===== config.mk =====
export PLATFORM = sky130hd
export DESIGN_NAME = s32ie_div
export DESIGN_NICKNAME = d
export VERILOG_FILES = /design/src/small_32bit_instruction_executor_top_macros.svh /design/src/s32ie_pkg.sv /design/src/s32ie_div.sv
export SDC_FILE = /design/constraint.sdc
export NUM_CORES = 1
export LEC_CHECK = 0
export BUFFER_PORTS_ARGS = -buffer_cell sky130_fd_sc_hd__clkbuf_2
export CAP_MARGIN = 0
export CELL_PAD_IN_SITES_DETAIL_PLACEMENT = 2
export CELL_PAD_IN_SITES_GLOBAL_PLACEMENT = 2
export CORE_UTILIZATION = 39
export CTS_CLUSTER_DIAMETER = 100
export DETAILED_ROUTE_END_ITERATION = 12
export GPL_TIMING_DRIVEN = 0
export PLACE_DENSITY = 0.95
export SKIP_LAST_GASP = 1
export SLEW_MARGIN = 20
export SYNTH_ARGS = -nofsm -noshare
export SYNTH_HDL_FRONTEND = slang
export SYNTH_SLANG_ARGS = --single-unit

===== constraint.sdc =====
create_clock -name clk_i -period 6.4 [get_ports clk_i]
set_input_delay 0.32 -clock clk_i [delete_from_list [all_inputs] [get_ports clk_i]]
set_output_delay 0.32 -clock clk_i [all_outputs]
set_load 0.005 [all_outputs]

===== src/small_32bit_instruction_executor_top_macros.svh =====
// Assertion macros shared by the executor RTL.
`ifndef SMALL_32BIT_INSTRUCTION_EXECUTOR_TOP_MACROS_SVH
`define SMALL_32BIT_INSTRUCTION_EXECUTOR_TOP_MACROS_SVH
`ifndef SYNTH
// Same-cycle implication, checked on every rising clock edge out of reset.
`define S32IE_ASSERT_IMPL(lbl, ante, cons) \
  lbl: assert property (@(posedge clk_i) disable iff (!rst_ni) (ante) |-> (cons)) \
    else $error("s32ie assertion failed");
// Next-cycle implication, checked on every rising clock edge out of reset.
`define S32IE_ASSERT_NEXT(lbl, ante, cons) \
  lbl: assert property (@(posedge clk_i) disable iff (!rst_ni) (ante) |=> (cons)) \
    else $error("s32ie assertion failed");
`else
`define S32IE_ASSERT_IMPL(lbl, ante, cons)
`define S32IE_ASSERT_NEXT(lbl, ante, cons)
`endif
`endif


===== src/s32ie_pkg.sv =====
// Types, codes and constants shared by the executor modules.
package s32ie_pkg;

  localparam int unsigned MemAddrBitsDef = 16;

  // Item opcodes.
  localparam logic [1:0] OPC_EXEC  = 2'd0;
  localparam logic [1:0] OPC_WRITE = 2'd1;
  localparam logic [1:0] OPC_READ  = 2'd2;

  // Instruction classes.
  localparam logic [3:0] OP_HALT  = 4'h0;
  localparam logic [3:0] OP_SWI   = 4'h1;
  localparam logic [3:0] OP_CALL  = 4'h2;
  localparam logic [3:0] OP_JMP   = 4'h3;
  localparam logic [3:0] OP_XCHG  = 4'h4;
  localparam logic [3:0] OP_ARITH = 4'h5;
  localparam logic [3:0] OP_LOGIC = 4'h6;
  localparam logic [3:0] OP_SHIFT = 4'h7;
  localparam logic [3:0] OP_STORE = 4'h8;
  localparam logic [3:0] OP_LOAD  = 4'h9;

  // Modes.
  localparam logic [3:0] M_CALL_IND = 4'd1;
  localparam logic [3:0] M_ADD      = 4'd0;
  localparam logic [3:0] M_SUB      = 4'd1;
  localparam logic [3:0] M_MUL      = 4'd2;
  localparam logic [3:0] M_DIV      = 4'd3;
  localparam logic [3:0] M_NOT      = 4'd0;
  localparam logic [3:0] M_AND      = 4'd1;
  localparam logic [3:0] M_OR       = 4'd2;
  localparam logic [3:0] M_XOR      = 4'd3;
  localparam logic [3:0] M_SHL      = 4'd0;
  localparam logic [3:0] M_ST_IDX   = 4'd0;
  localparam logic [3:0] M_ST_PRE   = 4'd1;
  localparam logic [3:0] M_ST_IND   = 4'd2;
  localparam logic [3:0] M_LD_CTRL  = 4'd0;
  localparam logic [3:0] M_LD_IMM   = 4'd1;
  localparam logic [3:0] M_LD_IDX   = 4'd2;
  localparam logic [3:0] M_LD_POST  = 4'd3;
  localparam logic [3:0] M_CW_REG   = 4'd4;
  localparam logic [3:0] M_CW_OR    = 4'd5;
  localparam logic [3:0] M_CW_IDX   = 4'd6;
  localparam logic [3:0] M_CW_POST  = 4'd7;

  // Jump conditions (low two mode bits).
  localparam logic [1:0] COND_ALWAYS = 2'd0;
  localparam logic [1:0] COND_EQ     = 2'd1;
  localparam logic [1:0] COND_NE     = 2'd2;

  // Register indexes and control registers.
  localparam logic [3:0]  REG_ZERO   = 4'd0;
  localparam logic [3:0]  REG_SP     = 4'd14;
  localparam logic [3:0]  REG_PC     = 4'd15;
  localparam logic [31:0] PC_RESET   = 32'h4000_0000;
  localparam int unsigned NumCtrl    = 3;
  localparam logic [1:0]  CR_STATUS  = 2'd0;
  localparam logic [1:0]  CR_HANDLER = 2'd1;
  localparam logic [1:0]  CR_CAUSE   = 2'd2;
  localparam logic [31:0] CAUSE_SWI  = 32'd4;
  localparam logic [31:0] STATUS_IE  = 32'h1;

  typedef struct packed {
    logic [1:0]  opcode;
    logic [31:0] mem_address;
    logic [31:0] write_word;
  } in_item_t;

  typedef struct packed {
    logic [31:0] pc_value;
    logic        halted;
    logic [31:0] read_word;
  } out_item_t;

  typedef enum logic [3:0] {
    ACT_NOP, ACT_RD, ACT_WR, ACT_CWR, ACT_LD, ACT_ST, ACT_CALC, ACT_TRAP, ACT_STOP, ACT_END
  } act_e;

  typedef enum logic [1:0] {SL_A, SL_B, SL_C, SL_S} slot_e;

  // One step of an instruction's sequence.
  typedef struct packed {
    act_e        act;
    logic [3:0]  idx;
    slot_e       slot;
    logic [31:0] val;
    logic [31:0] addr;
  } step_t;

  typedef struct packed {
    logic        start;
    logic [31:0] dividend;
    logic [31:0] divisor;
  } div_req_t;

endpackage


===== src/s32ie_div.sv =====
// Iterative signed divider, one quotient bit per cycle.
module s32ie_div (
  input  logic                 clk_i,
  input  logic                 rst_ni,
  input  s32ie_pkg::div_req_t  req_i,
  output logic                 done_o,
  output logic [31:0]          quo_o
);
  import s32ie_pkg::*;

  logic        busy_q, done_q, neg_q, zero_q;
  logic [4:0]  cnt_q;
  logic [31:0] rem_q, quo_q, mb_q;
  logic [31:0] ma, mb;
  logic [32:0] rem_sh, diff;

  // Operand magnitudes and one restoring step.
  always_comb begin
    ma     = req_i.dividend[31] ? (32'd0 - req_i.dividend) : req_i.dividend;
    mb     = req_i.divisor[31] ? (32'd0 - req_i.divisor) : req_i.divisor;
    rem_sh = {rem_q, quo_q[31]};
    diff   = rem_sh - {1'b0, mb_q};
  end

  always_ff @(posedge clk_i or negedge rst_ni) begin
    if (!rst_ni) begin
      busy_q <= 1'b0;
      done_q <= 1'b0;
      cnt_q  <= '0;
      neg_q  <= 1'b0;
      zero_q <= 1'b0;
      rem_q  <= '0;
      quo_q  <= '0;
      mb_q   <= '0;
    end else begin
      done_q <= 1'b0;
      if (req_i.start) begin
        busy_q <= 1'b1;
        cnt_q  <= '0;
        rem_q  <= '0;
        quo_q  <= ma;
        mb_q   <= mb;
        neg_q  <= req_i.dividend[31] ^ req_i.divisor[31];
        zero_q <= (req_i.divisor == 32'd0);
      end else if (busy_q) begin
        if (!diff[32]) begin
          rem_q <= diff[31:0];
          quo_q <= {quo_q[30:0], 1'b1};
        end else begin
          rem_q <= rem_sh[31:0];
          quo_q <= {quo_q[30:0], 1'b0};
        end
        cnt_q <= cnt_q + 5'd1;
        if (cnt_q == '1) begin
          busy_q <= 1'b0;
          done_q <= 1'b1;
        end
      end
    end
  end

  // Sign fix and the divide-by-zero result.
  assign done_o = done_q;
  assign quo_o  = zero_q ? 32'd0 : (neg_q ? (32'd0 - quo_q) : quo_q);

endmodule


# Word level (Yosys, flattened, before mapping)
# Index checks and enable logic that the tools add are counted.
[totals]
in_bits = 67
wordCells = 35
output_inout_bits = 33
register_bits = 105
[op_classes]
add_sub_neg = 5
n_eq_ne = 1
mux = 18
reduce_logical = 2
bitwise = 1
[op_table]
columns = ["cell", "n"]
rows = [
  ["$mux 32", 9],
  ["$sub 1x32->32 const A", 3],
  ["$sub 33x32->33", 1],
  ["$logic_not 32->1", 1],
  ["$mux 5", 2],
  ["$mux 1", 7],
  ["$add 5x1->5 const B", 1],
  ["$eq 5x5->1 const B", 1],
  ["$reduce_bool 2->1", 1],
  ["$xor 1x1->1", 1],
]

# Depth between registers and ports, before layout
[logic_depth]
word_depth = 4
depth_mapped = 13
mapped_depth_nobuf = 12

# Least setup slack after synthesis
# No wires, ideal clock.
[synth_path]
kind = "register to register"
from = "register quo_q[31]"
to = "register rem_q[29]"
stages_incl_launch_ff = 13
setup_time_ns = 0.099
synth_period_minus_slack_ns = 2.935
t_arrival_ns = 2.836
n_path_buf = 0
required_time_ns = 6.301
path_slack_ns = 3.465
path_cell_list = "dfrtp_1 -> inv_1 -> ha_1 -> inv_1 -> fa_1 -> a211oi_1 -> o211ai_1 -> nand3_1 -> a31oi_1 -> mux2i_1 -> nor2_2 -> or4b_1 -> a311oi_1"
[synth_between]
elab_chain_len = 4
[synth_rtl]
columns = ["item", "line", "source"]
rows = [
  ["start: declaration", "s32ie_div.sv:13", "logic [31:0] rem_q, quo_q, mb_q;"],
  ["start signal: assignment", "s32ie_div.sv:41", "quo_q <= ma;"],
  ["start signal: assignment", "s32ie_div.sv:48", "quo_q <= {quo_q[30:0], 1'b1};"],
  ["start signal: assignment", "s32ie_div.sv:51", "quo_q <= {quo_q[30:0], 1'b0};"],
  ["$sub 33x32->33", "s32ie_div.sv:22", "diff = rem_sh - {1'b0, mb_q};"],
  ["$mux 32", "s32ie_div.sv:46", "if (!diff[32]) begin"],
  ["$mux 32", "s32ie_div.sv:45", "end else if (busy_q) begin"],
  ["$mux 32", "s32ie_div.sv:37", "if (req_i.start) begin"],
  ["end signal: assignment", "s32ie_div.sv:47", "rem_q <= diff[31:0];"],
  ["end signal: assignment", "s32ie_div.sv:50", "rem_q <= rem_sh[31:0];"],
  ["end: declaration", "s32ie_div.sv:13", ""],
]
# Every way passes these cells. The select of a mux whose other input is x is not followed.
# A chain may end at the register's enable or synchronous reset.

# Final worst setup path
[layout_path]
from = "register quo_q[31]"
to = "register rem_q[28]"
# The elaborated chain is that of the path after synthesis.

==> flow_metrics.py <==
metrics = {
    "worst_hold_path": {
        "hold_class": "primary input to register",
        "hp-start": "req_i[21]",
        "whs_endpoint": "mb_q[21]",
        "worstHoldPathCells": 3,
    },
    "grt": {
        "groute.usage.overall": 0.3379,
        "grtUsageMet1": 0.3945,
        "grt_pass1_wl_um": 57170,
        "grt_max_degree": 81,
        "grt_pass1_vias": 9930,
        "grt_overflow": 0,
        "grt_use_met3": 0.04190,
        "busiest_layer": "met2",
        "use_met2": 0.5972,
        "antenna_found_initial": 0,
    },
    "worst_setup_path": {
        "cp.required_ps": 6640,
        "path_buf_inv": 2,
        "max_stage_delay_ps": 470,
        "startpoint_type": "register",
        "path_cells": "inv_1 -> ha_1 -> inv_1 -> fa_1 -> a211oi_1 -> o211ai_1 -> a41oi_1 -> o21ai_0 -> a211oi_1 -> xnor2_1 -> o21ai_0 -> a311oi_1",
        "end_kind": "register",
        "critical_path_class": "register to register",
        "r2r_slack_ps": 2190,
        "path_delay_family": "compound AO/OA/AOI/OAI gates",
        "reg2reg_to": "rem_q[28]",
        "r2r_start": "quo_q[31]",
        "worst_path_max_delay_cell": "a41oi_1",
        "critical_path_arrival_ps": 4450,
        "reg2reg_depth": 12,
        "cp_max_fo": 4,
        "critPathLaunch": "quo_q[31]",
    },
    "floorplan": {
        "die_area_sq_um": 22280,
        "rows": 53,
        "core-area_sq_um": 21150,
        "initial_core_util": 0.3998,
        "die_x_um": 149.3,
        "fp.dieH_um": 149.3,
        "io_pins": 100,
    },
    "layout": {
        "area_growth_pct": 13.73,
        "n_antenna_cell": 0,
        "num-nets-final": 1220,
        "drive_above_1_share": 0.1304,
    },
    "power_and_ir_drop": {
        "power_leakage_nw": 4.635,
        "power_density_nw_per_um2": 305.3,
        "vdd_drop_max_mv": 0.1616,
        "power_mw": 2.936,
    },
    "sta": {
        "finalSetupTns_ps": 0,
        "min_period_ps": 4215,
        "setup-violations-final": 0,
        "fmax_mhz": 237.3,
        "skew_ps": 12.05,
        "tightest_slew_ps": 1006,
        "fin_crit_sh": 0.6586,
        "final_hold_viol_count": 0,
        "rsz0062_at_grt": "false",
        "slew_headroom": 0.3228,
        "slew_violations": 0,
    },
    "route": {
        "drt_iter0_drc": 528,
        "wl_um": 36630,
        "vias": 8842,
        "antenna_left": 0,
        "avgRoutedWirePerCell_um": 26.26,
        "dr.pass1.iters": 5,
        "drc": 0,
        "vias_per_cell": 6.338,
    },
    "yosys": {
        "synth-main-ff-cell": "dfrtp_1",
        "synth_area_leaders": "dfrtp_1 31%, xor2_1 7.5%, mux2i_1 6.2%, ha_1 5.5%, nor2_1 5.1%",
        "syn_avg_cell_area_sq_um": 8.424,
        "ys_ff_latch": 105,
        "yosys.area.top_type_share": 0.3107,
        "synth_area_leader_cell": "dfrtp_1",
        "syn_inst": 1004,
        "synthArstFlopShare": 1.000,
        "synth_fp_nets": 1109,
        "synth_edf_count": 0,
        "ys_seq_area_frac": 0.3107,
        "yosysUniqueCellTypes": 64,
        "yosys_warnings": 0,
        "synth_area_sq_um": 8458,
    },
    "clock_tree": {
        "root_buffer": "clkbuf_16",
        "clock_latency_ps": 390,
        "postCtsSetupRepairBufs": 0,
        "hold_buffers": 1,
        "postCtsResizedCells": 0,
        "cts.reportedPaths.clkPinSlew_ps": 90,
        "ctsHtreeMaxLevel": 3,
        "cts_made_buffers": 9,
        "clk_path_buf_depth": 2,
        "cts_tree": "built",
        "clkSinkCount": 105,
    },
    "placed_design": {
        "hpwl_um": 25970,
        "portBuffers": 98,
        "gp_congestion": 0.8598,
    },
    "run": {
        "cap_viol_max_count": 0,
    },
    "status": {
        "status": "complete, no violations",
    },
}
[sequential cells by signal, summed over array words and instances (netlist names)]
name,count
mb_q,32
quo_q,32
rem_q,32
cnt_q,5
busy_q,1
done_o,1
neg_q,1
zero_q,1
[power by group]
part	total, mW	internal, mW	switching (mW)
logic	1.43	0.543	0.883
registers	0.927	0.778	0.149
clock network	0.584	0.269	0.316
total	2.94	1.59	1.35
[cell usage in the layout, fill, tap and decap left out, types with 9 or more instances in the layout]
| cell | n |
|---|---|
| nor4_1 | 9 |
| o21ai_0 | 63 |
| xnor2_1 | 46 |
| nand2_1 | 74 |
| xor2_1 | 72 |
| a21o_1 | 12 |
| dfrtp_1 | 105 |
| inv_1 | 49 |
| nor2_1 | 115 |
| nand3_1 | 13 |
| clkbuf_1 | 44 |
| nor2b_1 | 16 |
| or4_1 | 10 |
| o41ai_1 | 11 |
| a211oi_1 | 35 |
| ha_1 | 37 |
| clkbuf_2 | 97 |
| o31ai_1 | 26 |
| nor3_1 | 12 |
| nand2b_1 | 10 |
| mux2i_1 | 52 |
| clkbuf_16 | 9 |
| a21oi_1 | 75 |
[worst max path at each step]
stage / cells after the start / to / slack (ps)
after floorplan: 12 / rem_q[29] / 3460
after global placement: 11 / rem_q[8] / 2830
after detailed placement: 13 / rem_q[3] / 2540
after CTS: 12 / rem_q[28] / 2290
after global routing: 12 / rem_q[28] / 2020
final: 12 / rem_q[28] / 2190
[cell usage after synthesis, drive strengths merged (12+ instances only)]
cell type,count
clkbuf,44
a211oi,35
nor2,116
a21o,12
nand2,74
buf,12
or4,18
dfrtp,105
inv,49
a21oi,75
o21ai,66
o41ai,15
nor3,12
nand3,14
o31ai,28
mux2i,52
ha,37
nor2b,16
xnor2,46
xor2,72
[metal layers]
metal / vias to the layer above / part of all wire
li1: 3836 / -
met1: 4523 / 0.40
met2: 358 / 0.51
met3: 125 / 0.042
met4: 0 / 0.045
met5: - / 0
[metrics by stage]
step                      setup slack, ps  cell area [sq um]  std cells  hold slack [ps]    util
after floorplan                      3465               8458       1004            24.41       -
after global placement               2829               9293       1377            499.2  0.4393
after detailed placement             2543               9329       1378            230.9  0.4410
after CTS                            2294               9619       1395            262.8  0.4547
after global routing                 2015               9619       1395            284.0  0.4547
final                                2185               9619       1395            256.0  0.4547
[cell type report]
type / instances / area (sq um)
Tap cell: 275 / 344.1
Sequential cell: 105 / 2628
Multi-Input combinational cell: 794 / 5426
Clock inverter: 7 / 55.05
Buffer: 56 / 220.2
Clock buffer: 9 / 225.2
Fill cell: 2393 / 11530
Timing Repair Buffer: 100 / 536.8
Inverter: 49 / 183.9
[kinds of logic after synthesis]
| group | synth area share |
|---|---|
| AOI/OAI and AO/OA | 0.2158 |
| buffers and inverters | 0.04778 |
| adders and majority gates | 0.05710 |
| and+or+nand+nor | 0.1796 |
| xor gates and xnor gates | 0.1222 |
| DFF | 0.3107 |
| muxes | 0.06686 |
[worst min-delay path, delay by kind of cell]
family                 cells  cell delay (ps)
AO/OA/AOI/OAI              1              130
buffers and inverters      1               90
XOR/XNOR                   1               60
(Power assumes the default switching activity.)
