<file path="src/small_32bit_instruction_executor_top_macros.svh">
// Assertion macros shared by the executor RTL.
`ifndef SMALL_32BIT_INSTRUCTION_EXECUTOR_TOP_MACROS_SVH
`define SMALL_32BIT_INSTRUCTION_EXECUTOR_TOP_MACROS_SVH
`ifndef SYNTH
// Same-cycle implication, checked on every rising clock edge out of reset.
`define S32IE_ASSERT_IMPL(lbl, ante, cons) \
  lbl: assert property (@(posedge clk_i) disable iff (!rst_ni) (ante) |-> (cons)) \
    else $error("s32ie assertion failed");
// Next-cycle implication, checked on every rising clock edge out of reset.
`define S32IE_ASSERT_NEXT(lbl, ante, cons) \
  lbl: assert property (@(posedge clk_i) disable iff (!rst_ni) (ante) |=> (cons)) \
    else $error("s32ie assertion failed");
`else
`define S32IE_ASSERT_IMPL(lbl, ante, cons)
`define S32IE_ASSERT_NEXT(lbl, ante, cons)
`endif
`endif

</file>
<file path="src/s32ie_ram.sv">
// Generic single-write, single-read RAM with registered read data.
module s32ie_ram #(
  parameter int unsigned WIDTH     = 8,
  parameter int unsigned ADDR_BITS = 4
) (
  input  logic                 clk_i,
  input  logic                 we_i,
  input  logic [ADDR_BITS-1:0] waddr_i,
  input  logic [WIDTH-1:0]     wdata_i,
  input  logic [ADDR_BITS-1:0] raddr_i,
  output logic [WIDTH-1:0]     rdata_o
);

  logic [WIDTH-1:0] mem_q [2**ADDR_BITS];

  // Write port and registered read port.
  always_ff @(posedge clk_i) begin
    if (we_i) begin
      mem_q[waddr_i] <= wdata_i;
    end
    rdata_o <= mem_q[raddr_i];
  end

endmodule

</file>
<file path="config.mk">
export PLATFORM = sky130hd
export DESIGN_NAME = s32ie_ram
export DESIGN_NICKNAME = d
export VERILOG_FILES = /design/src/small_32bit_instruction_executor_top_macros.svh /design/src/s32ie_ram.sv
export SDC_FILE = /design/constraint.sdc
export NUM_CORES = 1
export LEC_CHECK = 0
export ABC_AREA = 1
export BUFFER_PORTS_ARGS = -buffer_cell sky130_fd_sc_hd__buf_2
export CORE_MARGIN = 3
export CORE_UTILIZATION = 65
export DETAILED_ROUTE_END_ITERATION = 8
export HOLD_SLACK_MARGIN = 0.05
export PLACE_DENSITY = 0.89
export SYNTH_ARGS = -nofsm -noshare
export SYNTH_HDL_FRONTEND = slang
export SYNTH_SLANG_ARGS = --single-unit
</file>
<file path="constraint.sdc">
create_clock -name clk_i -period 2.6 [get_ports clk_i]
set_input_delay 0.26 -clock clk_i [delete_from_list [all_inputs] [get_ports clk_i]]
set_output_delay 0.26 -clock clk_i [all_outputs]
set_load 0.05 [all_outputs]
</file>
# [After elaboration in Yosys (flattened, before gate mapping)]
# Memory sizes are Yosys's and may differ from the RTL's. A register that Yosys moved wholly into a read port is not among the register bits.
# Index checks and enable logic that the tools add are counted.
[totals] register_bits=0 mem_bits_rw=128 inputBits=18 out_inout_bits=8 word_cells=3 mem_count=1
[mem_list] memory="mem_q" depth=16 width=8 read_ports=1 rd_clocked_by_memory_dff=1 wr=1 line="s32ie_ram.sv:14" rtl="logic [WIDTH-1:0] mem_q [2**ADDR_BITS];"
[op_classes] n_mux=2
[op_table] operator="$mux W1" n=2

# [Longest topological paths before layout]
# Gate-level depths: netlist of the first run.
[depth] depth_word=2 depth_mapped=8 depth_no_buf=7

# [Least setup slack after synthesis of the first run]
# Ideal clock, no wire load.
[synth_path] path_type="input to register" start="input port waddr_i[2]" end="memory mem_q[10][0] (enable)" setup_time_ns=0.370 arrival_time_ns=0.841 required_ns=2.230 path_slack_ns=1.389 path_stages=2 path_buffers=0 path_cell_list="nand3b_1 > nor2_1"
[synth_rtl] item="start: declaration" line="s32ie_ram.sv:8" rtl="input logic [ADDR_BITS-1:0] waddr_i,"
[synth_rtl] item="end: declaration" line="s32ie_ram.sv:14"
# Straight into the memory's write port.

# [Worst setup path after layout of the first run]
[layout_path] start="register rdata_o[6], read port of mem_q" end="output port rdata_o[6]"
[layout_rtl] item="start: declaration" line="s32ie_ram.sv:11" rtl="output logic [WIDTH-1:0] rdata_o"
# No word-level cell between the ends.

==> results of run 1 <==
[per-layer routing]
metal	GRT usage	share of wire
met5	0	0
met4	0.145	0.039
met3	0.0827	0.083
met2	0.481	0.52
met1	0.350	0.36
[where the power goes]
group,switching [mW],leakage (nW),internal (mW),total [mW]
Combinational,0.260,1.31,0.0804,0.341
Clock,0.886,0.283,1.54,2.43
Sequential,0.0132,1.22,2.45,2.46
Total,1.16,2.82,4.07,5.23
[cell type report]
class | count | area, um2
repair buffers | 28 | 160
flip-flops and latches | 136 | 4000
fillers | 496 | 1940
well taps | 105 | 131
multi-input cells | 289 | 1210
clock buffers | 17 | 414
clock inverters | 14 | 181
inverters | 102 | 383
[registers in the layout (all words and copies together), names as in the netlist]
| signal | cells |
|---|---|
| mem_q | 128 |
| rdata_o | 8 |
[metrics by stage]
step,hold slack [ns],area (um2),std cells,power [mW],util
finish,0.0853,6490,691,5.23,0.770
global route,0.0905,6490,691,5.38,0.770
CTS,0.0761,6490,691,5.24,0.770
detailed placement,0.624,5890,660,2.84,0.699
global placement,0.625,5890,660,2.83,0.699
floorplan,0.359,5770,551,2.73,-
[cell usage after synthesis]
library cell	number	area, um2
nand2_1	173	649
edfxtp_1	128	3840
inv_1	100	375
nand3_1	97	485
nor2_1	17	63.8
buf_2	13	65.1
dfxtp_1	8	160
buf_6	6	67.6
buf_4	4	30.0
inv_2	2	7.51
nand3b_1	2	15.0
buf_1	1	3.75
[cells by family (layout without fill, tap and decap cells)]
family / after synthesis / in the layout / synth area share
buf+inv: 126 / 161 / 0.0952
flops: 136 / 136 / 0.694
simple gates: 289 / 289 / 0.210
[worst paths after layout]
kind,from,to,cells after the start
setup / recovery,rdata_o[6]$_DFF_P_,rdata_o[6],1
hold / removal,raddr_i[3],rdata_o[5]$_DFF_P_,3
setup reg to reg,mem_q[1][2]$_DFFE_PP_,rdata_o[2]$_DFF_P_,6
hold reg to reg,mem_q[12][5]$_DFFE_PP_,rdata_o[5]$_DFF_P_,6
==> flow_results.xml, run 1 <==
<?xml version="1.0" encoding="UTF-8"?>
<metrics>
  <group name="sta">
    <metric name="max_freq" unit="MHz">732</metric>
    <metric name="slew_violations" unit="">0</metric>
    <metric name="setup_repair_after_global_routing_missed_its_margin" unit="">no</metric>
    <metric name="fin_worst_skew" unit="ns">0.00508</metric>
    <metric name="fin_crit_sh" unit="">0.526</metric>
    <metric name="setup_ws" unit="ns">1.23</metric>
    <metric name="hold_viol_final" unit="">0</metric>
    <metric name="slew_headroom" unit="">0.360</metric>
    <metric name="setup_total_negative_slack" unit="ns">0</metric>
    <metric name="period_needed" unit="ns">1.37</metric>
    <metric name="report.final.setup_viol" unit="">0</metric>
    <metric name="max_slew.worst_pin.slew" unit="ns">0.957</metric>
  </group>
  <group name="job">
    <metric name="max_cap_violations" unit="">0</metric>
  </group>
  <group name="clock_network">
    <metric name="clock-root-buffer" unit="">clkbuf_8</metric>
    <metric name="tritoncts.num_buffers" unit="">17</metric>
    <metric name="clkSinkCount" unit="">136</metric>
    <metric name="holdBufCountCts" unit="">0</metric>
    <metric name="clock_tree_from_tritoncts" unit="">yes</metric>
    <metric name="post-cts-setup-buffers" unit="">0</metric>
    <metric name="clkLatencyLatePin" unit="ns">0.53</metric>
    <metric name="cts.reportedPaths.clkPinSlew" unit="ns">0.06</metric>
    <metric name="max-clock-path-buffers" unit="">2</metric>
    <metric name="post_cts_resized" unit="">0</metric>
    <metric name="cts_max_level" unit="">4</metric>
  </group>
  <group name="yosys">
    <metric name="yosys_register_bits" unit="">136</metric>
    <metric name="ys.warnings.count" unit="">0</metric>
    <metric name="synthCells" unit="">551</metric>
    <metric name="synth.yosys.seq_area_share" unit="">0.694</metric>
    <metric name="synth.cell_area" unit="um2">5770</metric>
    <metric name="synthesis.nets" unit="">569</metric>
    <metric name="syn-mean-instance-area" unit="um2">10.5</metric>
    <metric name="synth.lib_cells_used.distinct" unit="">12</metric>
  </group>
  <group name="final_layout">
    <metric name="final_cell_mix" unit="">nand2_1, edfxtp_1, inv_1</metric>
    <metric name="mostFrequentLayoutCell" unit="">nand2_1</metric>
    <metric name="layout_overhead_on_the_synthesized_area" unit="%">12.5</metric>
    <metric name="antenna-diode-count" unit="">0</metric>
    <metric name="design.final.nets" unit="">592</metric>
    <metric name="layout_cell_share_with_drive_strength_beyond_1" unit="">0.0990</metric>
  </group>
  <group name="worst_setup_path">
    <metric name="r2r_setup_slack" unit="ns">1.49</metric>
    <metric name="sort_of_element_at_the_start_of_the_critical_path" unit="">flip-flop</metric>
    <metric name="worstPathCellList" unit="">buf_2</metric>
    <metric name="timing.critical_path.to_type" unit="">output pin</metric>
    <metric name="worst-endpoint-arrival" unit="ns">1.11</metric>
    <metric name="crit_slowest_cell" unit="">dfxtp_1</metric>
    <metric name="setup.worst_path.class" unit="">reg2out</metric>
    <metric name="worstPathBufferInverterCount" unit="">1</metric>
    <metric name="slowest_delay" unit="ns">0.32</metric>
    <metric name="critPathTopFamily" unit="">flip-flops</metric>
    <metric name="critical_path.max_fanout" unit="">1</metric>
    <metric name="critPathRequiredTime" unit="ns">2.34</metric>
  </group>
  <group name="routing">
    <metric name="route.detailed.vias_per_inst" unit="">5.76</metric>
    <metric name="wl_per_cell" unit="um">19.1</metric>
    <metric name="ant_nets" unit="">0</metric>
    <metric name="first_pass_iters" unit="">5</metric>
    <metric name="vias" unit="">3981</metric>
    <metric name="remaining_drc_errors" unit="">0</metric>
    <metric name="drtIter0Drc" unit="">421</metric>
    <metric name="finalWirelength" unit="um">13200</metric>
  </group>
  <group name="power">
    <metric name="total_leakage_power" unit="nW">2.82</metric>
    <metric name="worst_ir_drop_vdd" unit="mV">0.694</metric>
    <metric name="power-per-cell-area" unit="nW/um2">806</metric>
  </group>
  <group name="global_route">
    <metric name="gr-total-overflow" unit="">0</metric>
    <metric name="grt_start_max_net_pins" unit="">65</metric>
    <metric name="antenna_violations_before_repair" unit="">0</metric>
    <metric name="grt_pass1_wl" unit="um">20800</metric>
    <metric name="via_count_of_the_first_global_routing_pass" unit="">4096</metric>
    <metric name="grt_usage" unit="">0.290</metric>
  </group>
  <group name="placement">
    <metric name="detailedPlacementHpwl" unit="um">7580</metric>
    <metric name="place.gp.congestion" unit="">0.864</metric>
    <metric name="placement.io_buffers" unit="">25</metric>
    <metric name="pre_cts_slack" unit="ns">0.868</metric>
  </group>
  <group name="floorplanning">
    <metric name="die_area" unit="um2">10000</metric>
    <metric name="num_io_pins" unit="">26</metric>
    <metric name="effective_utilization_at_floorplan" unit="">0.685</metric>
    <metric name="design.core.area" unit="um2">8420</metric>
    <metric name="fp-row-count" unit="">33</metric>
    <metric name="chipWidth" unit="um">100</metric>
    <metric name="dieHeight" unit="um">100</metric>
  </group>
  <group name="run_status">
    <metric name="status" unit="">completed</metric>
  </group>
  <group name="hold_path">
    <metric name="hold_crit_path_type" unit="">in2reg</metric>
  </group>
</metrics>
Power figures use the tool's default switching activity.
==> inputs of run 2 (changes only) <==
- CORE_UTILIZATION: 65 -> 61
- PLACE_DENSITY: 0.89 -> 0.84
- clock period: 2.6 -> 1.3 ns (I/O delays scaled with it)
==> flow_results.xml, run 2 (synthesis gave the netlist of run 1 again) <==
<?xml version="1.0" encoding="UTF-8"?>
<metrics>
  <group name="run_status">
    <metric name="status" unit="">completed</metric>
  </group>
  <group name="worst_setup_path">
    <metric name="worst-r2r-cell-count" unit="">6</metric>
    <metric name="slowest_delay" unit="ns">0.33</metric>
    <metric name="setup.worst_path.class" unit="">reg2out</metric>
    <metric name="worstPathBufferInverterCount" unit="">1</metric>
    <metric name="critPathRequiredTime" unit="ns">1.17</metric>
    <metric name="timing.critical_path.to_type" unit="">output pin</metric>
    <metric name="sort_of_element_at_the_start_of_the_critical_path" unit="">flip-flop</metric>
    <metric name="critPathTopFamily" unit="">flip-flops</metric>
    <metric name="r2r_setup_slack" unit="ns">0.19</metric>
    <metric name="crit_slowest_cell" unit="">dfxtp_1</metric>
    <metric name="worst-endpoint-arrival" unit="ns">1.14</metric>
    <metric name="critical_path.max_fanout" unit="">1</metric>
    <metric name="worstPathCellList" unit="">buf_2</metric>
    <metric name="worst-path-stages" unit="">1</metric>
  </group>
  <group name="power">
    <metric name="power-per-cell-area" unit="nW/um2">1590</metric>
    <metric name="worst_ir_drop_vdd" unit="mV">1.09</metric>
    <metric name="total_leakage_power" unit="nW">3.01</metric>
  </group>
  <group name="clock_network">
    <metric name="cts.reportedPaths.clkPinSlew" unit="ns">0.06</metric>
    <metric name="clkLatencyLatePin" unit="ns">0.53</metric>
    <metric name="post_cts_resized" unit="">0</metric>
    <metric name="clkSinkCount" unit="">136</metric>
    <metric name="clock-root-buffer" unit="">clkbuf_8</metric>
    <metric name="max-clock-path-buffers" unit="">2</metric>
    <metric name="tritoncts.num_buffers" unit="">17</metric>
    <metric name="clock_tree_from_tritoncts" unit="">yes</metric>
    <metric name="cts_max_level" unit="">4</metric>
    <metric name="post-cts-setup-buffers" unit="">0</metric>
  </group>
  <group name="final_layout">
    <metric name="final_cell_mix" unit="">nand2_1, edfxtp_1, inv_1</metric>
    <metric name="antenna-diode-count" unit="">0</metric>
    <metric name="largest_register" unit="">mem_q</metric>
    <metric name="stdcell_area" unit="um2">6850</metric>
    <metric name="reg_top3" unit="">mem_q x128, rdata_o x8</metric>
    <metric name="design.final.nets" unit="">626</metric>
    <metric name="mostFrequentLayoutCell" unit="">nand2_1</metric>
    <metric name="largest_register_ff_count" unit="">128</metric>
    <metric name="layout_cell_share_with_drive_strength_beyond_1" unit="">0.140</metric>
    <metric name="layout_overhead_on_the_synthesized_area" unit="%">18.7</metric>
  </group>
  <group name="routing">
    <metric name="first_pass_iters" unit="">5</metric>
    <metric name="vias" unit="">4191</metric>
    <metric name="drtIter0Drc" unit="">578</metric>
    <metric name="remaining_drc_errors" unit="">0</metric>
    <metric name="wl_per_cell" unit="um">19.3</metric>
    <metric name="route.detailed.vias_per_inst" unit="">5.75</metric>
    <metric name="finalWirelength" unit="um">14000</metric>
    <metric name="ant_nets" unit="">0</metric>
  </group>
  <group name="placement">
    <metric name="place_area" unit="um2">6110</metric>
    <metric name="detailedPlacementHpwl" unit="um">7800</metric>
    <metric name="place.gp.congestion" unit="">0.813</metric>
    <metric name="placement.io_buffers" unit="">25</metric>
  </group>
  <group name="floorplanning">
    <metric name="dieHeight" unit="um">103</metric>
    <metric name="fp-row-count" unit="">34</metric>
    <metric name="die_area" unit="um2">10700</metric>
    <metric name="num_io_pins" unit="">26</metric>
    <metric name="design.core.area" unit="um2">8930</metric>
    <metric name="effective_utilization_at_floorplan" unit="">0.646</metric>
    <metric name="chipWidth" unit="um">103</metric>
  </group>
  <group name="hold_path">
    <metric name="min_path_cells" unit="">6</metric>
    <metric name="hold_crit_path_type" unit="">in2reg</metric>
  </group>
  <group name="sta">
    <metric name="report.final.setup_viol" unit="">0</metric>
    <metric name="setup_repair_after_global_routing_missed_its_margin" unit="">no</metric>
    <metric name="setup_total_negative_slack" unit="ns">0</metric>
    <metric name="period_needed" unit="ns">1.27</metric>
    <metric name="slew_headroom" unit="">0.746</metric>
    <metric name="fin_worst_skew" unit="ns">0.00807</metric>
    <metric name="fin_crit_sh" unit="">0.974</metric>
    <metric name="slew_violations" unit="">0</metric>
    <metric name="max_freq" unit="MHz">790</metric>
    <metric name="max_slew.worst_pin.slew" unit="ns">0.382</metric>
    <metric name="hold_viol_final" unit="">0</metric>
  </group>
  <group name="global_route">
    <metric name="grt_pass1_wl" unit="um">21800</metric>
    <metric name="gr-total-overflow" unit="">0</metric>
    <metric name="via_count_of_the_first_global_routing_pass" unit="">4154</metric>
    <metric name="antenna_violations_before_repair" unit="">0</metric>
    <metric name="grt_start_max_net_pins" unit="">47</metric>
    <metric name="grt_usage" unit="">0.286</metric>
  </group>
  <group name="job">
    <metric name="max_cap_violations" unit="">0</metric>
  </group>
</metrics>
run 2: cell count changes in the layout (fill, tap and decap cells not counted), sizes merged:
cell / before / now
inv: 103 / 104
buf: 28 / 53
clkinv: 6 / 3
bufinv: 4 / 5
dlygate4sd3: 0 / 9
clkbuf: 17 / 18
clkinvlp: 3 / 4
run 2: final timing paths:
kind / end / from
setup / recovery: rdata_o[3] / rdata_o[3]$_DFF_P_
hold / removal: rdata_o[0]$_DFF_P_ / raddr_i[1]
setup reg to reg: rdata_o[7]$_DFF_P_ / mem_q[1][7]$_DFFE_PP_
hold reg to reg: rdata_o[5]$_DFF_P_ / mem_q[5][5]$_DFFE_PP_
run 2: layout make-up:
class | instances | area (um2)
well taps | 108 | 135
clock inverters | 14 | 220
repair buffers | 62 | 463
fillers | 490 | 2090
inverters | 102 | 383
clock buffers | 18 | 428
multi-input cells | 289 | 1210
flip-flops and latches | 136 | 4000
run 2: repair_timing:
item / 4_1_cts / 5_1_grt
hold buffers: 9 / 0
endpoints found under the hold margin: 136 / 0
endpoints found under the setup margin: 0 / 0
run 2: report_power, final:
| group | switching [mW] | internal (mW) | total [mW] |
|---|---|---|---|
| Clock | 1.85 | 3.37 | 5.22 |
| Combinational | 0.549 | 0.216 | 0.764 |
| Sequential | 0.0305 | 4.90 | 4.93 |
run 2: stage by stage:
stage | utilization | cells | setup slack, ns | power, mW | hold WS [ns]
6_report | 0.766 | 729 | 0.0341 | 10.9 | 0.145
5_1_grt | 0.766 | 729 | 0.00144 | 11.2 | 0.172
4_1_cts | 0.766 | 729 | 0.0109 | 10.9 | 0.137
3_5_place_dp | 0.684 | 688 | 0.125 | 5.73 | 0.502
3_3_place_gp | 0.684 | 688 | 0.156 | 5.70 | 0.498
2_1_floorplan | - | 551 | 0.219 | 5.46 | 0.229
run 2: routing by layer:
layer	vias to the layer above	global-route usage	wire [um]
li1	1889	-	-
met5	-	0	0
met1	1935	0.378	5200
met4	0	0.131	489
met3	54	0.0778	1620
met2	313	0.446	6730
==> inputs of run 3 (changes only) <==
- ABC_AREA: 1 -> default
- CORE_MARGIN: 3 -> 5
- CORE_UTILIZATION: 61 -> 60
- PLACE_DENSITY: 0.84 -> 0.83
- SLEW_MARGIN: default -> 20
==> flow_results.xml, run 3 <==
<?xml version="1.0" encoding="UTF-8"?>
<metrics>
  <group name="run_status">
    <metric name="status" unit="">complete, but fails checks</metric>
    <metric name="violations_in_the_final_reports" unit="">setup timing</metric>
  </group>
  <group name="worst_setup_path">
    <metric name="worst-endpoint-arrival" unit="ns">1.74</metric>
    <metric name="reg2reg_launch_point" unit="">mem_q[0][6]$_DFFE_PP_</metric>
    <metric name="slowest_delay" unit="ns">0.49</metric>
    <metric name="timing.critical_path.to_type" unit="">flip-flop</metric>
    <metric name="critical_path.max_fanout" unit="">1</metric>
    <metric name="timing.critical_path.to" unit="">rdata_o[6]$_DFF_P_</metric>
    <metric name="r2r_setup_slack" unit="ns">-0.05</metric>
    <metric name="setup.worst_path.class" unit="">reg2reg</metric>
    <metric name="critPathRequiredTime" unit="ns">1.68</metric>
    <metric name="crit_slowest_cell" unit="">mux4_2</metric>
    <metric name="worst-r2r-cell-count" unit="">3</metric>
    <metric name="worstPathCellList" unit="">mux4_2 -&gt; a22oi_2 -&gt; nand2_2</metric>
    <metric name="setup.worst_path.start" unit="">mem_q[0][6]$_DFFE_PP_</metric>
    <metric name="sort_of_element_at_the_start_of_the_critical_path" unit="">flip-flop</metric>
    <metric name="r2r_path_end" unit="">rdata_o[6]$_DFF_P_</metric>
  </group>
  <group name="yosys">
    <metric name="synth_flop_cell" unit="">edfxtp_1</metric>
    <metric name="synth_enable_flop_cells" unit="">128</metric>
    <metric name="synthCells" unit="">229</metric>
    <metric name="ys_async_sr_fraction" unit="">0</metric>
    <metric name="synth.cell_area" unit="um2">5150</metric>
    <metric name="post-synth-top-count-cell" unit="">edfxtp_1</metric>
    <metric name="post_synth_main_area_contributors" unit="">edfxtp_1, mux4_2, mux4_1</metric>
    <metric name="synth.lib_cells_used.distinct" unit="">19</metric>
    <metric name="ys.warnings.count" unit="">0</metric>
    <metric name="yosys-top-cells-count" unit="">edfxtp_1, mux4_2, a22oi_1</metric>
    <metric name="synthesis.nets" unit="">247</metric>
    <metric name="netlist.area_leader.share" unit="">0.747</metric>
    <metric name="yosys_register_bits" unit="">136</metric>
    <metric name="syn-mean-instance-area" unit="um2">22.5</metric>
    <metric name="synth.yosys.seq_area_share" unit="">0.778</metric>
    <metric name="yosysTopAreaCell" unit="">edfxtp_1</metric>
  </group>
  <group name="global_route">
    <metric name="grt_start_max_net_pins" unit="">17</metric>
    <metric name="via_count_of_the_first_global_routing_pass" unit="">2672</metric>
    <metric name="antenna_violations_before_repair" unit="">0</metric>
    <metric name="grt_pass1_wl" unit="um">16400</metric>
    <metric name="gr-total-overflow" unit="">0</metric>
    <metric name="grt_usage" unit="">0.231</metric>
  </group>
  <group name="sta">
    <metric name="setup_ws" unit="ns">-0.0539</metric>
    <metric name="slew_headroom" unit="">0.309</metric>
    <metric name="setup_repair_after_global_routing_missed_its_margin" unit="">yes</metric>
    <metric name="period_needed" unit="ns">1.35</metric>
    <metric name="fin_worst_skew" unit="ns">0.0138</metric>
    <metric name="fin_crit_sh" unit="">1.04</metric>
    <metric name="max_slew.worst_pin.slew" unit="ns">1.03</metric>
    <metric name="slew_violations" unit="">0</metric>
    <metric name="setup_total_negative_slack" unit="ns">-0.0757</metric>
    <metric name="hold_viol_final" unit="">0</metric>
    <metric name="max_freq" unit="MHz">739</metric>
    <metric name="report.final.setup_viol" unit="">3</metric>
  </group>
  <group name="clock_network">
    <metric name="clock_tree_from_tritoncts" unit="">yes</metric>
    <metric name="cts.reportedPaths.clkPinSlew" unit="ns">0.07</metric>
    <metric name="clkLatencyLatePin" unit="ns">0.52</metric>
    <metric name="clkSinkCount" unit="">136</metric>
    <metric name="clock-root-buffer" unit="">clkbuf_8</metric>
    <metric name="max-clock-path-buffers" unit="">2</metric>
    <metric name="cts_max_level" unit="">4</metric>
    <metric name="post-cts-setup-buffers" unit="">0</metric>
    <metric name="tritoncts.num_buffers" unit="">17</metric>
  </group>
  <group name="final_layout">
    <metric name="final_cell_mix" unit="">edfxtp_1, buf_4, mux4_2, buf_2, clkbuf_16</metric>
    <metric name="layout_overhead_on_the_synthesized_area" unit="%">22.1</metric>
    <metric name="antenna-diode-count" unit="">0</metric>
    <metric name="stdcell_count" unit="">420</metric>
    <metric name="design.final.nets" unit="">320</metric>
    <metric name="largest_register_ff_count" unit="">128</metric>
    <metric name="mostFrequentLayoutCell" unit="">edfxtp_1</metric>
    <metric name="stdcell_area" unit="um2">6290</metric>
    <metric name="fillers" unit="">431</metric>
    <metric name="reg_top3" unit="">mem_q x128, rdata_o x8</metric>
    <metric name="largest_register" unit="">mem_q</metric>
    <metric name="final_util" unit="">0.758</metric>
    <metric name="layout_cell_share_with_drive_strength_beyond_1" unit="">0.394</metric>
  </group>
  <group name="floorplanning">
    <metric name="die_area" unit="um2">10500</metric>
    <metric name="num_io_pins" unit="">26</metric>
    <metric name="fp-row-count" unit="">33</metric>
    <metric name="design.core.area" unit="um2">8300</metric>
    <metric name="effective_utilization_at_floorplan" unit="">0.620</metric>
    <metric name="dieHeight" unit="um">103</metric>
    <metric name="chipWidth" unit="um">103</metric>
  </group>
  <group name="routing">
    <metric name="route.detailed.vias_per_inst" unit="">6.36</metric>
    <metric name="first_pass_iters" unit="">4</metric>
    <metric name="wl_per_cell" unit="um">25.9</metric>
    <metric name="remaining_drc_errors" unit="">0</metric>
    <metric name="finalWirelength" unit="um">10900</metric>
    <metric name="ant_nets" unit="">0</metric>
    <metric name="drtIter0Drc" unit="">348</metric>
    <metric name="vias" unit="">2670</metric>
  </group>
  <group name="job">
    <metric name="max_cap_violations" unit="">0</metric>
  </group>
  <group name="hold_path">
    <metric name="hold_crit_path_type" unit="">in2reg</metric>
  </group>
  <group name="power">
    <metric name="total_leakage_power" unit="nW">2.16</metric>
    <metric name="worst_ir_drop_vdd" unit="mV">1.00</metric>
    <metric name="power-per-cell-area" unit="nW/um2">1610</metric>
  </group>
  <group name="placement">
    <metric name="placement.io_buffers" unit="">25</metric>
    <metric name="dpl.cell_count" unit="">380</metric>
    <metric name="place.gp.congestion" unit="">0.766</metric>
    <metric name="pre_cts_slack" unit="ns">-0.281</metric>
    <metric name="detailedPlacementHpwl" unit="um">6400</metric>
    <metric name="place_area" unit="um2">5620</metric>
  </group>
</metrics>
-- run 3: changes by cell type after synthesis, sizes merged --
cell	delta
a22oi	+16
and2	+1
and2b	+1
buf	-17
clkdlybuf4s25	+3
inv	-102
mux4	+32
nand2	-164
nand2b	+2
nand3	-96
nor2	-4
nor2b	+1
nor3	+4
or3b	+1
-- run 3: per-stage QoR --
stage	power [mW]	hold slack (ns)
2_1_floorplan	5.37	0.229
3_3_place_gp	5.58	0.511
3_5_place_dp	5.61	0.533
4_1_cts	10.1	0.130
5_1_grt	10.4	0.163
6_report	10.1	0.149
-- run 3: worst min path at each step --
stage                          start                endpoint  slack (ns)  cells after the start
after floorplan           wdata_i[0]   mem_q[0][0]$_DFFE_PP_        0.23                      0
after global placement    wdata_i[0]   mem_q[6][0]$_DFFE_PP_        0.51                      1
after detailed placement  wdata_i[0]  mem_q[14][0]$_DFFE_PP_        0.53                      1
after CTS                 raddr_i[1]      rdata_o[5]$_DFF_P_        0.13                      4
after global routing      raddr_i[1]      rdata_o[5]$_DFF_P_        0.16                      4
final                     raddr_i[1]      rdata_o[5]$_DFF_P_        0.15                      4
-- run 3: what timing repair did --
| action | in CTS | in global routing |
|---|---|---|
| endpoints found under the setup margin | 6 | 8 |
| endpoints found under the hold margin | 128 | 0 |
| gates resized for setup | 7 | 9 |
| gates cloned | 0 | 0 |
| hold buffers | 8 | 0 |
| pin swaps | 4 | 1 |
-- run 3: logic make-up (layout without fill, tap and decap cells) --
family | Yosys count | in the layout | share of synthesized area
AO/OA/AOI/OAI | 16 | 16 | 0.0233
buffers and inverters | 10 | 96 | 0.0168
flip-flops | 136 | 136 | 0.778
multiplexers | 32 | 32 | 0.150
AND/OR/NAND/NOR | 35 | 35 | 0.0318
-- run 3: critical path, delay by kind of cell (launching register included) --
family / cells / cell delay [ns]
muxes: 1 / 0.49
AOI/OAI and AO/OA: 1 / 0.21
DFF: 1 / 0.42
and+or+nand+nor: 1 / 0.10
-- run 3: cell type report --
class                           count  area [um2]  area share
Tap cell                          105         131      0.0209
Multi-Input combinational cell     83        1090       0.174
Clock inverter                     14         151      0.0241
Clock buffer                       18         418      0.0665
Sequential cell                   136        4000       0.637
Timing Repair Buffer               64         490      0.0780
-- run 3: where the power goes --
group	switching [mW]	internal (mW)	leakage (nW)	total [mW]
sequential	0.0344	4.90	1.22	4.94
combinational	0.387	0.251	0.666	0.638
clock	1.81	2.74	0.275	4.54
-- run 3: routing by layer --
layer,GRT usage,part of all wire,vias to the layer above
met1,0.323,0.40,1362
met4,0.0666,0.022,0
met3,0.0663,0.087,22
met2,0.362,0.49,173
met5,0,0,-
li1,-,-,1113
